**src/sv/ptmu_pkg.sv**
```systemverilog
// ----------------------------------------------------------------------------
// ptmu_pkg: shared types and constants of the page table map/unmap block
// Store geometry, entry layout, operation and status codes, and the command
// and status structs that join the controller and the datapath.
// ----------------------------------------------------------------------------
package ptmu_pkg;

  // Store geometry.
  localparam int unsigned NUM_FRAMES        = 16;
  localparam int unsigned ENTRIES_PER_FRAME = 512;
  localparam int unsigned IDX_W             = 9;
  localparam int unsigned FRAME_W           = (NUM_FRAMES > 1) ? $clog2(NUM_FRAMES) : 1;
  localparam int unsigned ADDR_W            = FRAME_W + IDX_W;
  localparam int unsigned STORE_DEPTH       = NUM_FRAMES * ENTRIES_PER_FRAME;

  // Field widths.
  localparam int unsigned VA_W      = 48;
  localparam int unsigned PA_W      = 52;
  localparam int unsigned ENTRY_W   = 64;
  localparam int unsigned EFRAME_W  = 40;
  localparam int unsigned NEXT_W    = 5;
  localparam int unsigned ROOT_W    = 4;
  localparam int unsigned CFG_IDX_W = 1;
  localparam int unsigned CFG_W     = 5;

  // Allocator limits and reset values.
  localparam logic [NEXT_W-1:0] NEXT_FRAME_TOP   = 5'd31;
  localparam logic [NEXT_W-1:0] FIRST_FREE_RESET = 5'd1;
  localparam logic [ROOT_W-1:0] ROOT_RESET       = 4'd0;

  // Configuration register indexes.
  localparam logic [CFG_IDX_W-1:0] CFG_ROOT_FRAME = 1'b0;
  localparam logic [CFG_IDX_W-1:0] CFG_FIRST_FREE = 1'b1;

  // Operation codes.
  localparam logic OP_MAP   = 1'b0;
  localparam logic OP_UNMAP = 1'b1;

  // Walk levels.
  localparam logic [1:0] LEVEL_LEAF = 2'd3;

  typedef enum logic [1:0] {
    ST_DONE     = 2'd0,
    ST_ABSENT   = 2'd1,
    ST_NO_FRAME = 2'd2
  } status_e;

  // Commands from the controller to the datapath.
  typedef struct packed {
    logic    clear_step;
    logic    load_req;
    logic    read_en;
    logic    alloc;
    logic    zero_step;
    logic    link;
    logic    descend;
    logic    leaf_write;
    logic    set_status;
    status_e status;
    logic    out_load;
  } ctrl_cmd_t;

  // Status from the datapath to the controller.
  typedef struct packed {
    logic root_ok;
    logic present;
    logic frame_ok;
    logic exhausted;
    logic unmap;
    logic leaf_level;
    logic zero_done;
    logic clear_done;
    logic out_free;
  } dp_stat_t;

endpackage

```
**src/sv/ptmu_ctrl.sv**
```systemverilog
// ----------------------------------------------------------------------------
// ptmu_ctrl: walk controller
// One-hot state machine that sequences the store clear, the four-level walk,
// table allocation with zeroing, leaf update and result hand-off.
// ----------------------------------------------------------------------------
module ptmu_ctrl (
  input  logic                 clk_i,
  input  logic                 rst_ni,
  input  logic                 req_valid_i,
  output logic                 req_ready_o,
  input  ptmu_pkg::dp_stat_t   stat_i,
  output ptmu_pkg::ctrl_cmd_t  cmd_o
);

  typedef enum logic [7:0] {
    S_CLEAR  = 8'b0000_0001,
    S_IDLE   = 8'b0000_0010,
    S_START  = 8'b0000_0100,
    S_READ   = 8'b0000_1000,
    S_EVAL   = 8'b0001_0000,
    S_ZERO   = 8'b0010_0000,
    S_LINK   = 8'b0100_0000,
    S_FINISH = 8'b1000_0000
  } state_e;

  state_e state_q, state_d;

  // Next state and command decode.
  always_comb begin
    state_d = state_q;
    cmd_o   = '0;
    cmd_o.status = ptmu_pkg::ST_DONE;
    unique case (state_q)
      S_CLEAR: begin
        cmd_o.clear_step = 1'b1;
        if (stat_i.clear_done) state_d = S_IDLE;
      end
      S_IDLE: begin
        if (req_valid_i) begin
          cmd_o.load_req = 1'b1;
          state_d = S_START;
        end
      end
      S_START: begin
        if (stat_i.root_ok) begin
          state_d = S_READ;
        end else begin
          cmd_o.set_status = 1'b1;
          cmd_o.status     = ptmu_pkg::ST_ABSENT;
          state_d = S_FINISH;
        end
      end
      S_READ: begin
        cmd_o.read_en = 1'b1;
        state_d = S_EVAL;
      end
      S_EVAL: begin
        priority if (stat_i.leaf_level) begin
          cmd_o.leaf_write = 1'b1;
          cmd_o.set_status = 1'b1;
          cmd_o.status     = ptmu_pkg::ST_DONE;
          state_d = S_FINISH;
        end else if (stat_i.present && stat_i.frame_ok) begin
          cmd_o.descend = 1'b1;
          state_d = S_READ;
        end else if (stat_i.present || stat_i.unmap) begin
          cmd_o.set_status = 1'b1;
          cmd_o.status     = ptmu_pkg::ST_ABSENT;
          state_d = S_FINISH;
        end else if (stat_i.exhausted) begin
          cmd_o.set_status = 1'b1;
          cmd_o.status     = ptmu_pkg::ST_NO_FRAME;
          state_d = S_FINISH;
        end else begin
          cmd_o.alloc = 1'b1;
          state_d = S_ZERO;
        end
      end
      S_ZERO: begin
        cmd_o.zero_step = 1'b1;
        if (stat_i.zero_done) state_d = S_LINK;
      end
      S_LINK: begin
        cmd_o.link = 1'b1;
        state_d = S_READ;
      end
      S_FINISH: begin
        if (stat_i.out_free) begin
          cmd_o.out_load = 1'b1;
          state_d = S_IDLE;
        end
      end
      default: state_d = S_CLEAR;
    endcase
  end

  assign req_ready_o = (state_q == S_IDLE);

  // State register.
  always_ff @(posedge clk_i or negedge rst_ni) begin
    if (!rst_ni) begin
      state_q <= S_CLEAR;
    end else begin
      state_q <= state_d;
    end
  end

endmodule

```
**config.mk**
```make
export PLATFORM = sky130hd
export DESIGN_NAME = ptmu_ctrl
export DESIGN_NICKNAME = d
export VERILOG_FILES = /design/src/sv/ptmu_pkg.sv /design/src/sv/ptmu_ctrl.sv
export SDC_FILE = /design/constraint.sdc
export NUM_CORES = 1
export LEC_CHECK = 0
export ABC_AREA = 0
export BUFFER_PORTS_ARGS = -buffer_cell sky130_fd_sc_hd__buf_2
export CAP_MARGIN = 30
export CELL_PAD_IN_SITES_DETAIL_PLACEMENT = 1
export CELL_PAD_IN_SITES_GLOBAL_PLACEMENT = 1
export CORE_ASPECT_RATIO = 1.2
export CORE_MARGIN = 5
export CORE_UTILIZATION = 32
export DETAILED_ROUTE_END_ITERATION = 16
export PLACE_DENSITY = 0.83
export REMOVE_ABC_BUFFERS = 1
export SETUP_SLACK_MARGIN = 0.5
export SYNTH_ARGS = -nofsm -noshare
export SYNTH_HDL_FRONTEND = slang
export SYNTH_SLANG_ARGS = --single-unit
export TNS_END_PERCENT = 50
```
**constraint.sdc**
```tcl
create_clock -name clk_i -period 2.7 [get_ports clk_i]
set_clock_uncertainty 0.05 [all_clocks]
set_input_delay 0.27 -clock clk_i [delete_from_list [all_inputs] [get_ports clk_i]]
set_output_delay 0.27 -clock clk_i [all_outputs]
set_load 0.005 [all_outputs]
```
==> results.yml <==
hold_path:
  hold_path_class: "in -> reg"
  min_to: "state_q[5]$_DFFE_PN0P_"
  holdPathStages: 2
  hold_path_startpoint: "stat_i[2]"
power_and_ir_drop:
  ir_worst_vdd_v: 0.000438
  leakagePower_nw: 0.451
  power_density_nw_per_um2: 653
  p_total_uw: 589
setup_path:
  end_kind: "output port"
  start_kind: "flip-flop"
  regToRegEndpoint: "state_q[5]$_DFFE_PN0P_"
  worstPathMaxFanout: 4
  r2r_cells: 6
  critical_path_class: "reg -> out"
  worstPathRequired_ns: 2.38
  regToRegStartpoint: "state_q[1]$_DFFE_PN0P_"
  arrival_ns: 2.17
  r2r_setup_slack_ns: 0.69
flow_run:
  maxCapViolCount: 0
clocking:
  clkLatencyLatePin_ns: 0.27
  cts_tree: "built"
  cts_root_buffer: "clkbuf_4"
  cts_max_path_buffers: 2
  clk_pin_slew_ns: 0.07
  numCtsBuffers: 3
  htree_levels: 1
  cts_sinks: 8
route:
  via_per_inst: 5.62
  drtPass1Iterations: 4
  routed_wl_mm: 2.17
  routedWlPerCell_um: 17.5
  drtIter0Drc: 12
  route.detailed.drc: 0
  via_count: 697
  ant_nets: 0
floorplanning:
  die-width_um: 49.0
  initial_core_util_pct: 32.6
  die_area_um2: 2780
  rows: 17
  die_height_um: 56.8
  core_um2: 1790
  top_level_ports: 25
finish:
  regMostFlops: "state_q"
  mostFrequentLayoutCells: "24 x buf_2, 12 x buf_4, 7 x nor2_1"
  drive_above_1_share_pct: 51.4
  fin_util_pct: 50.5
  final_common_cell: "buf_2"
  n_fill_cell: 233
  largest_registers: "state_q x8"
  area_growth_pct: 54.7
  multi_input_area_um2: 413
  fin_area_um2: 902
  fin_cells: 124
  largest_register_ffs: 8
  regArea_um2: 204
  insertedDiodeCount: 0
  nets: 118
sta:
  setup_viol: 0
  tightest_slew_ns: 0.477
  rsz0062_at_grt: "true"
  max_slew_margin_pct: 67.9
  finalHoldViolations: 0
  min_period_ns: 2.49
  fin_crit_sh_pct: 92.1
  setup_tns_ns: 0
  slew_viol_final: 0
  fmax_mhz: 402
synthesis:
  synth_area_per_cell_um2: 8.97
  synth_fa_ha_area_share_pct: 0
  synthMuxAreaShare_pct: 0
  synthFlopType: "dfrtp_1"
  yosysWarnings: 0
  synthDistinctLibCells: 30
  synthCells: 65
  synth_compound_area_share_pct: 14.2
  synth_top_family_by_area: "simple AND/OR/NAND/NOR gates"
  seq_area_frac_synth_pct: 34.5
  synth_simple_gate_area_share_pct: 47.9
  synth-xor-area-share_pct: 0
  synth-edff-count: 0
  async_flop_share_pct: 100
  ys_ff_latch: 8
  netlist_area_um2: 583
global_routing:
  grt_max_degree: 9
  first_global_vias: 717
  overflow: 0
  track_usage_pct: 15.4
  grt_pass1_wl_mm: 3.31
  antenna_found_initial: 0
placed_design:
  placed_cell_area_um2: 722
  place_congestion: 0.708
  dp_hpwl_mm: 1.41
  io_buffers: 24
  dp_cells: 107
status:
  status: "complete, no violations"
==> final cells by class <==
class	count	area share, %
timing repair buffer	37	24.4
sequential	8	22.6
multi-input combinational	52	45.8
clock buffer	4	2.91
tap	19	2.64
inverter	4	1.66
==> Yosys cell counts, types with 2 or more instances <==
library cell / n / area share (%)
a21oi_1: 3 / 2.6
and2_1: 3 / 3.2
dfrtp_1: 7 / 30
inv_1: 4 / 2.6
nand2_1: 2 / 1.3
nand2b_1: 4 / 4.3
nor2_1: 7 / 4.5
nor2b_1: 3 / 3.2
nor4_1: 3 / 3.2
nor4b_1: 2 / 3.0
o21ai_0: 3 / 2.6
o22ai_1: 3 / 3.2
or3_1: 3 / 3.2
or4_1: 2 / 2.6
==> per-stage QoR <==
stage	setup WS (ns)	hold slack [ns]
6_report	0.213	0.157
2_1_floorplan	0.475	-0.0756
4_1_cts	0.216	0.154
3_5_place_dp	0.270	0.0720
5_1_grt	0.123	0.189
3_3_place_gp	0.298	0.0698
==> kinds of logic (layout without fill, tap and decap cells) <==
logic type / Yosys count / after routing
AND/OR/NAND/NOR: 39 / 39
buffers and inverters: 5 / 45
flip-flops: 8 / 8
AO/OA/AOI/OAI: 13 / 13
==> worst max path at each step <==
stage                            from  endpoint  slack [ns]  cells after the start
6_report       state_q[1]$_DFFE_PN0P_  cmd_o[2]        0.21                      5
4_1_cts        state_q[7]$_DFFE_PN0P_  cmd_o[2]        0.22                      5
3_3_place_gp   state_q[1]$_DFFE_PN0P_  cmd_o[2]        0.30                      5
2_1_floorplan  state_q[1]$_DFFE_PN0P_  cmd_o[2]        0.48                      4
3_5_place_dp   state_q[1]$_DFFE_PN0P_  cmd_o[2]        0.27                      5
5_1_grt        state_q[1]$_DFFE_PN0P_  cmd_o[2]        0.12                      5
==> power breakdown <==
part	internal, mW	switching [mW]	total (mW)
sequential	0.146	0.0241	0.170
clock	0.0572	0.0525	0.110
combinational	0.172	0.137	0.310
==> metal layers <==
layer / global-route usage, % / vias to the layer above / wire length, um
met4: 8.08 / 0 / 62
li1: - / 325 / -
met1: 16.3 / 340 / 858
met5: 0 / - / 0
met3: 1.86 / 6 / 99
met2: 28.9 / 26 / 1150
==> worst max-delay path, cell delays in order (launching register included) <==
cell and delay (ns):
dfrtp_1 0.39, or4_4 0.56, or4_4 0.43, nand2b_4 0.18
nor4b_4 0.19, buf_2 0.14
==> repair_timing <==
item                                    in CTS  in global routing
gates resized for setup                      5                  6
endpoints found under the hold margin        7                  0
endpoints found under the setup margin      11                 12
hold buffers                                 1                  0
setup buffers                                5                  7
pin swaps                                    2                  3
Note: power is estimated with default switching activity, not from simulation.
